==> config.mk <==
export PLATFORM = sky130hd
export DESIGN_NAME = escaped_frame_decoder_with_sum_flat
export DESIGN_NICKNAME = d
export VERILOG_FILES = /design/src/rtl/efd_pkg.sv /design/src/rtl/efd_rx_if.sv /design/src/rtl/efd_res_if.sv /design/src/rtl/efd_decode.sv /design/src/rtl/efd_skid.sv /design/src/rtl/escaped_frame_decoder_with_sum.sv /design/src/flat_wrapper.sv
export SDC_FILE = /design/constraint.sdc
export NUM_CORES = 1
export LEC_CHECK = 0
export BUFFER_PORTS_ARGS = -buffer_cell sky130_fd_sc_hd__buf_4
export CAP_MARGIN = 30
export CORE_UTILIZATION = 58
export DETAILED_ROUTE_END_ITERATION = 6
export PLACE_DENSITY = 0.79
export SYNTH_ARGS = -nofsm -noshare
export SYNTH_HDL_FRONTEND = slang
export SYNTH_SLANG_ARGS = --single-unit
==> constraint.sdc <==
create_clock -name clk -period 4.6 [get_ports clk]
set_input_delay 0.46 -clock clk [delete_from_list [all_inputs] [get_ports clk]]
set_output_delay 0.46 -clock clk [all_outputs]
set_load 0.05 [all_outputs]
==> src/rtl/efd_pkg.sv <==
// ----------------------------------------------------------------------------
// efd_pkg
// Shared types and constants of the escaped frame decoder: framing bytes,
// result kinds and the result record.
// ----------------------------------------------------------------------------
package efd_pkg;

	localparam int MAX_FRAME_DEF = 512;

	localparam logic [7:0] BYTE_END     = 8'hC0;
	localparam logic [7:0] BYTE_ESC     = 8'hDB;
	localparam logic [7:0] BYTE_ESC_END = 8'hDC;
	localparam logic [7:0] BYTE_ESC_ESC = 8'hDD;
	localparam logic [7:0] SUM_GOOD     = 8'hFF;

	typedef enum logic [1:0] {
		KIND_DATA     = 2'd0,
		KIND_GOOD     = 2'd1,
		KIND_BADSUM   = 2'd2,
		KIND_OVERFLOW = 2'd3
	} kind_t;

	typedef struct packed {
		kind_t      kind;
		logic [7:0] data_byte;
		logic [8:0] position;
		logic [9:0] frame_length;
	} res_t;

endpackage

==> src/rtl/efd_rx_if.sv <==
// ----------------------------------------------------------------------------
// efd_rx_if
// Valid/ready channel carrying one raw received byte per transaction.
// ----------------------------------------------------------------------------
interface efd_rx_if;
	logic       valid;
	logic       ready;
	logic [7:0] rx_byte;

	modport source (output valid, output rx_byte, input ready);
	modport sink (input valid, input rx_byte, output ready);
endinterface

==> src/rtl/efd_res_if.sv <==
// ----------------------------------------------------------------------------
// efd_res_if
// Valid/ready channel carrying one decoder result per transaction.
// ----------------------------------------------------------------------------
interface efd_res_if;
	logic       valid;
	logic       ready;
	logic [1:0] kind;
	logic [7:0] data_byte;
	logic [8:0] position;
	logic [9:0] frame_length;

	modport source (output valid, output kind, output data_byte, output position,
		output frame_length, input ready);
	modport sink (input valid, input kind, input data_byte, input position,
		input frame_length, output ready);
endinterface

==> src/rtl/efd_decode.sv <==
// ----------------------------------------------------------------------------
// efd_decode
// Input register and frame state: unescapes the registered byte, keeps the
// running sum and byte count, and forms at most one result per byte.
// ----------------------------------------------------------------------------
module efd_decode
	import efd_pkg::*;
#(
	parameter int MAX_FRAME = MAX_FRAME_DEF
) (
	input  logic       clk,
	input  logic       arst_n,
	input  logic       in_valid,
	input  logic [7:0] in_byte,
	output logic       in_ready,
	output logic       res_valid,
	output res_t       res,
	input  logic       res_ready
);

	localparam int CW = $clog2(MAX_FRAME + 1);
	localparam logic [CW-1:0] MAX_CNT = CW'(MAX_FRAME);

	logic          valid_s1;
	logic [7:0]    byte_s1;
	logic          esc_q;
	logic [CW-1:0] cnt_q;
	logic [7:0]    sum_q;

	logic          esc_d;
	logic [CW-1:0] cnt_d;
	logic [7:0]    sum_d;
	logic          has_res;
	logic          advance;
	logic [7:0]    decoded;
	logic [CW+9:0] cnt_ext;

	assign cnt_ext = {10'd0, cnt_q};

	always_comb begin
		decoded = byte_s1;
		if (esc_q && byte_s1 == BYTE_ESC_END) begin
			decoded = BYTE_END;
		end else if (esc_q && byte_s1 == BYTE_ESC_ESC) begin
			decoded = BYTE_ESC;
		end
	end

	always_comb begin
		esc_d   = esc_q;
		cnt_d   = cnt_q;
		sum_d   = sum_q;
		has_res = 1'b0;
		res     = '0;
		if (byte_s1 == BYTE_END) begin
			// leading frame end of an empty frame gives nothing
			has_res          = (cnt_q != '0) || esc_q;
			res.kind         = (sum_q == SUM_GOOD) ? KIND_GOOD : KIND_BADSUM;
			res.frame_length = cnt_ext[9:0];
			esc_d            = 1'b0;
			cnt_d            = '0;
			sum_d            = '0;
		end else if (byte_s1 == BYTE_ESC) begin
			esc_d = 1'b1;
		end else if (cnt_q == MAX_CNT) begin
			has_res          = 1'b1;
			res.kind         = KIND_OVERFLOW;
			res.frame_length = cnt_ext[9:0];
			esc_d            = 1'b0;
			cnt_d            = '0;
			sum_d            = '0;
		end else begin
			has_res       = 1'b1;
			res.kind      = KIND_DATA;
			res.data_byte = decoded;
			res.position  = cnt_ext[8:0];
			esc_d         = 1'b0;
			cnt_d         = cnt_q + 1'b1;
			sum_d         = sum_q + decoded;
		end
	end

	assign advance   = valid_s1 && (!has_res || res_ready);
	assign in_ready  = !valid_s1 || advance;
	assign res_valid = valid_s1 && has_res;

	always_ff @(posedge clk or negedge arst_n) begin
		if (!arst_n) begin
			valid_s1 <= 1'b0;
			esc_q    <= 1'b0;
			cnt_q    <= '0;
			sum_q    <= '0;
		end else begin
			if (in_ready) begin
				valid_s1 <= in_valid;
			end
			if (advance) begin
				esc_q <= esc_d;
				cnt_q <= cnt_d;
				sum_q <= sum_d;
			end
		end
	end

	always_ff @(posedge clk) begin
		if (in_ready) begin
			byte_s1 <= in_byte;
		end
	end

endmodule

==> src/rtl/efd_skid.sv <==
// ----------------------------------------------------------------------------
// efd_skid
// Result register with a skid entry, so the decoder can pass on one more
// result while a finished result waits on the output channel.
// ----------------------------------------------------------------------------
module efd_skid
	import efd_pkg::*;
(
	input  logic      clk,
	input  logic      arst_n,
	input  logic      push,
	input  res_t      push_res,
	output logic      push_ready,
	efd_res_if.source dec
);

	logic out_valid_q;
	logic skid_valid_q;
	res_t out_q;
	res_t skid_q;
	logic load;

	assign push_ready = !skid_valid_q;
	assign load       = !out_valid_q || dec.ready;

	always_ff @(posedge clk or negedge arst_n) begin
		if (!arst_n) begin
			out_valid_q  <= 1'b0;
			skid_valid_q <= 1'b0;
		end else if (load) begin
			out_valid_q  <= skid_valid_q || push;
			skid_valid_q <= 1'b0;
		end else if (push) begin
			skid_valid_q <= 1'b1;
		end
	end

	always_ff @(posedge clk) begin
		if (load) begin
			out_q <= skid_valid_q ? skid_q : push_res;
		end else if (push) begin
			skid_q <= push_res;
		end
	end

	assign dec.valid        = out_valid_q;
	assign dec.kind         = out_q.kind;
	assign dec.data_byte    = out_q.data_byte;
	assign dec.position     = out_q.position;
	assign dec.frame_length = out_q.frame_length;

endmodule

==> src/rtl/escaped_frame_decoder_with_sum.sv <==
// ----------------------------------------------------------------------------
// escaped_frame_decoder_with_sum
// Escape-framed byte stream decoder with an additive frame checksum.
// ----------------------------------------------------------------------------
// Takes one received byte per transaction on rx and gives at most one result
// per byte on dec: each decoded payload byte with its position, and at a
// frame end (0xC0) either a good-frame report (8-bit byte sum equal to 0xFF)
// or a bad-sum drop, both with the frame length; a byte past MAX_FRAME gives
// an overflow drop. A byte is accepted every cycle when dec is not stalled;
// a result passes through the input register, then the result register,
// before it is on dec, and a stall on dec can hold it between them. Escape
// bytes and the frame end of an empty frame give no result. A two-entry result
// buffer keeps rx ready during a stall on dec while its skid entry is free.
// ----------------------------------------------------------------------------
module escaped_frame_decoder_with_sum
	import efd_pkg::*;
#(
	parameter int MAX_FRAME = MAX_FRAME_DEF
) (
	input  logic    clk,
	input  logic    arst_n,
	efd_rx_if.sink  rx,
	efd_res_if.source dec
);

	logic res_valid;
	logic res_ready;
	res_t res;

	efd_decode #(
		.MAX_FRAME(MAX_FRAME)
	) u_decode (
		.clk      (clk),
		.arst_n   (arst_n),
		.in_valid (rx.valid),
		.in_byte  (rx.rx_byte),
		.in_ready (rx.ready),
		.res_valid(res_valid),
		.res      (res),
		.res_ready(res_ready)
	);

	efd_skid u_skid (
		.clk       (clk),
		.arst_n    (arst_n),
		.push      (res_valid && res_ready),
		.push_res  (res),
		.push_ready(res_ready),
		.dec       (dec)
	);

	// input side only stalls once both result entries are full
	a_stall_needs_full: assert property (@(posedge clk) disable iff (!arst_n)
		!rx.ready |-> dec.valid)
		else $error("rx stalled while no result is pending");

	a_end_fields: assert property (@(posedge clk) disable iff (!arst_n)
		dec.valid && dec.kind != KIND_DATA |-> dec.data_byte == 8'd0 && dec.position == 9'd0)
		else $error("frame end result carries data fields");

	a_data_fields: assert property (@(posedge clk) disable iff (!arst_n)
		dec.valid && dec.kind == KIND_DATA |-> dec.frame_length == 10'd0)
		else $error("data result carries a frame length");

endmodule
==> src/flat_wrapper.sv <==
// flat-port wrapper written by rule: the top's interface ports become plain ports
module escaped_frame_decoder_with_sum_flat import efd_pkg::*;
#(
	parameter int MAX_FRAME = MAX_FRAME_DEF
)
  (clk, arst_n, rx_valid, rx_rx_byte, rx_ready, dec_valid, dec_kind, dec_data_byte, dec_position, dec_frame_length, dec_ready);
  efd_rx_if rx_i ();
  efd_res_if dec_i ();
  input  logic clk;
  input  logic arst_n;
  input wire logic [$bits(rx_i.valid)-1:0] rx_valid;
  input wire logic [$bits(rx_i.rx_byte)-1:0] rx_rx_byte;
  output wire logic [$bits(rx_i.ready)-1:0] rx_ready;
  output wire logic [$bits(dec_i.valid)-1:0] dec_valid;
  output wire logic [$bits(dec_i.kind)-1:0] dec_kind;
  output wire logic [$bits(dec_i.data_byte)-1:0] dec_data_byte;
  output wire logic [$bits(dec_i.position)-1:0] dec_position;
  output wire logic [$bits(dec_i.frame_length)-1:0] dec_frame_length;
  input wire logic [$bits(dec_i.ready)-1:0] dec_ready;
  assign rx_i.valid = rx_valid;
  assign rx_i.rx_byte = rx_rx_byte;
  assign rx_ready = rx_i.ready;
  assign dec_valid = dec_i.valid;
  assign dec_kind = dec_i.kind;
  assign dec_data_byte = dec_i.data_byte;
  assign dec_position = dec_i.position;
  assign dec_frame_length = dec_i.frame_length;
  assign dec_i.ready = dec_ready;
  escaped_frame_decoder_with_sum #(.MAX_FRAME(MAX_FRAME)) u_core (.clk(clk), .arst_n(arst_n), .rx(rx_i), .dec(dec_i));
endmodule
==> metrics.md <==
| Metric | Value |
|---|---|
| Most frequent cells in the layout | edfxtp_1 (66), buf_4 (46), nand2_1 (29) |
| Main synth FF type | edfxtp_1 |
| Final period util | 63.99% |
| M3 GR Usage | 5.679% |
| Nets@finish | 387 |
| Worst Path Max Fanout | 10 |
| Max Freq | around 0.34 GHz |
| Initial antenna violation count | 0 |
| Top Family by Delay on Critical Path | simple AND/OR/NAND/NOR gates |
| Worst Hold End | u_core.u_decode.byte_s1[5]$_DFFE_PP_ |
| Global Route met1 Usage | a little under a third |
| Setup TNS | 0 ns |
| Post-synthesis sequential area ratio | 61.80% |
| CP Launch Type | flop |
| Largest net degree at the start of global routing | 34 |
| Final instance area | 4731 sq um |
| R2R Setup Slk | 1.82 ns |
| Hold-critical path depth | 1 |
| Maxcap violations | 0 |
| Vias in the first global route | 2,542 |
| Die Height | between 80 and 90 microns |
| Clk buf depth | 2 |
| P&R area growth vs syn | 15.45% |
| Clock Latency Late Sink | 0.36 ns |
| Final Max Tran Viols | 0 |
| DRT iter0 DRCs | 235 |
| Worst-margin pin slew | 0.5970 ns |
| Worst min path class | input port to flop |
| Setup WS pre-CTS | around 1.9 ns |
| Post-synth EDFFs | 66 |
| Post-layout util | a little over two thirds |
| Port-buffer cells | 42 |
| Routed Antenna Nets | 0 |
| RSZ-0062 raised after global routing | false |
| Critical-path cell list | or4_1 -> nor2_2 -> a21oi_1 -> nand2_1 -> buf_4 |
| DRC violation count after routing | 0 |
| Status | finished, final reports clean |
| Max stage delay on crit path | about 0.59 ns |
| HPWL Detailed | 5272 microns |
| Hold Buf Count CTS | 1 |
| Root Buffer | clkbuf_8 |
| WS Path Type | flop to primary output |
| Unique masters post-synth | 49 |
| # H-tree levels | 3 |
| Hold Vio Cnt, Final | 0 |
| Synth Area per Inst | 12.81 sq um |
| I/O Pins | 43 |
| Critical Path Sink Type | primary output |
| Die W | between 80 and 90 microns |
| Std-Cell Core Area | 6794 sq um |
| Cell Area, Placed | 4503 sq um |
| Post-CTS Resized | 0 |
| Relative slew slack | roughly 60% |
| Most common cell after layout, fill and taps aside | edfxtp_1 |
| Final setup violation count | 0 |
| # clock sinks | roughly 90 |
| Ys async rst share | around a quarter |
| Num rows | 30 |
| Synth Cell Area | 4098 sq um |
| Share of cells above drive strength 1 | 25.95% |
| Leakage | 1.881 nW |
| Min-Delay Startpoint | rx_rx_byte[5] |
| Pwr Density | 502.2 nW/um^2 |
| CTS tree | built |
| Initial Utilization | slightly above 60% |
| Final WS setup | 1.657 ns |
| M2 GR Usage | ~34% |
| Slowest cell on crit path | or4_1 |
| Worst R2R End | u_core.u_decode.sum_q[7]$_DFFE_PN0P_ |
| Via count | 2,659 |
| Clock Skews | 0.006094 ns |
| Filler instances | 483 |
| Tot GR Track Use | 22.83% |
| Max VDD drop | 0.3239 mV |
| Setup Fix Bufs, Post-CTS | 0 |
| WL/cell | between 15 and 20 microns |
| Synthesized flop and latch total | 88 |
| Most Crowded Layer GR | met2 |
| WP data required | 4.14 ns |
| Die Footprint | 7405 sq um |
| Period minus WS final | 2.943 ns |
| Synth warnings | 0 |
| CP Data Arrival Time | 2.48 ns |
| Syn Nets | 342 |
| FF-to-FF Start | u_core.u_decode.byte_s1[4]$_DFFE_PP_ |
| Final WL | between 7000 and 8000 microns |
| Worst reg2reg path depth | 11 |
| Vias per inst | 5.706 |
| Global route total overflow | 0 |
| Synth Instances | 320 |
| Critical path buffer and inverter count | 1 |
| Total power | 2.376 mW |
| Global-route wire length before repair | 12,530 microns |
| First-pass DRT Iterations | 5 |
| Reg clk slew, reported paths | roughly 0.080 ns |
| RePlAce Congestion | between 0.9 and 1 |
| # diodes | 0 |
| Cts bufs inserted | 9 |
[sequential cells by signal (all words and copies together), names as in the netlist]
signal                          cells
u_core.u_skid.dec.data_byte         8
u_core.u_skid.dec.position          9
u_core.u_skid.dec.frame_length     10
u_core.u_decode.esc_q               1
u_core.u_decode.cnt_q              10
u_core.u_skid.skid_valid_q          1
u_core.u_decode.sum_q               8
u_core.u_skid.dec.valid             1
u_core.u_skid.skid_q               29
u_core.u_skid.dec.kind              2
u_core.u_decode.valid_s1            1
u_core.u_decode.byte_s1             8
[synthesized netlist by cell type, types with 6 or more instances]
cell / n / area, sq um
clkbuf_1: 9 / 33.78
nor2_1: 18 / 67.56
nand3_1: 7 / 35.03
o31ai_1: 9 / 67.56
inv_1: 12 / 45.04
a21oi_1: 11 / 55.05
mux2_2: 23 / 259.0
and2_1: 17 / 106.4
edfxtp_1: 66 / 1982
ha_1: 9 / 112.6
and3_1: 6 / 37.54
dfrtp_1: 22 / 550.5
o21ai_0: 13 / 65.06
nand2_1: 29 / 108.9
nor3_1: 10 / 50.05
nand2b_1: 7 / 43.79
[stage by stage]
step | cells | hold WS, ns
6_report | 466 | 0.2697
5_1_grt | 466 | 0.2563
4_1_cts | 466 | 0.2586
3_5_place_dp | 449 | 0.3690
3_3_place_gp | 449 | 0.3677
2_1_floorplan | 320 | 0.1644
[per-layer routing]
metal	vias up	wire, microns
li1	1279	-
met1	1268	3455
met2	94	3566
met3	18	415
met4	0	193
met5	-	0
[kinds of logic after synthesis]
logic type / Yosys count / share of synthesized area (%)
adder cells (fa/ha/maj): 10 / 3.237
flip-flops: 88 / 61.80
AO/OA/AOI/OAI: 55 / 9.557
buffers and inverters: 25 / 2.687
AND/OR/NAND/NOR: 115 / 15.51
XOR/XNOR: 3 / 0.6413
multiplexers: 24 / 6.565
[worst register-to-register path: stages (launching register included)]
cell,delay (ns)
edfxtp_1,0.45
nand4_1,0.11
nor3_1,0.29
inv_1,0.07
o21ai_0,0.29
inv_1,0.08
ha_1,0.35
nand3_1,0.12
o2111ai_1,0.25
a21oi_1,0.13
or2_2,0.32
o311ai_4,0.22
[area by class of cell]
class                   count  area, sq um  area share (%)
flip-flops and latches     88         2532           53.53
inverters                  12        45.04          0.9521
repair buffers             47        355.3           7.511
well taps                  96        120.1           2.539
clock buffers               9        123.9           2.618
clock inverters             7        93.84           1.984
multi-input cells         207         1460           30.86
[power breakdown]
part	leakage [nW]	internal (mW)	total, mW	switching, mW
registers	0.934	0.996	1.11	0.111
clock network	0.108	0.307	0.589	0.282
logic	0.839	0.264	0.679	0.416
total	1.88	1.57	2.38	0.809
[how the worst max path moves through the flow]
stage,startpoint,endpoint,slack [ns],cells past startpoint
after CTS,u_core.u_decode.byte_s1[1]$_DFFE_PP_,rx_ready,1.65,5
after floorplan,u_core.u_skid.dec.valid$_DFFE_PN0N_,u_core.u_skid.skid_q[0]$_DFFE_PP_,0.41,2
after global routing,u_core.u_decode.byte_s1[4]$_DFFE_PP_,rx_ready,1.49,5
final,u_core.u_decode.byte_s1[4]$_DFFE_PP_,rx_ready,1.66,5
after detailed placement,u_core.u_decode.byte_s1[3]$_DFFE_PP_,u_core.u_decode.sum_q[7]$_DFFE_PN0P_,1.85,10
after global placement,u_core.u_decode.byte_s1[7]$_DFFE_PP_,u_core.u_decode.sum_q[7]$_DFFE_PN0P_,2.04,11
(Power assumes the default switching activity.)
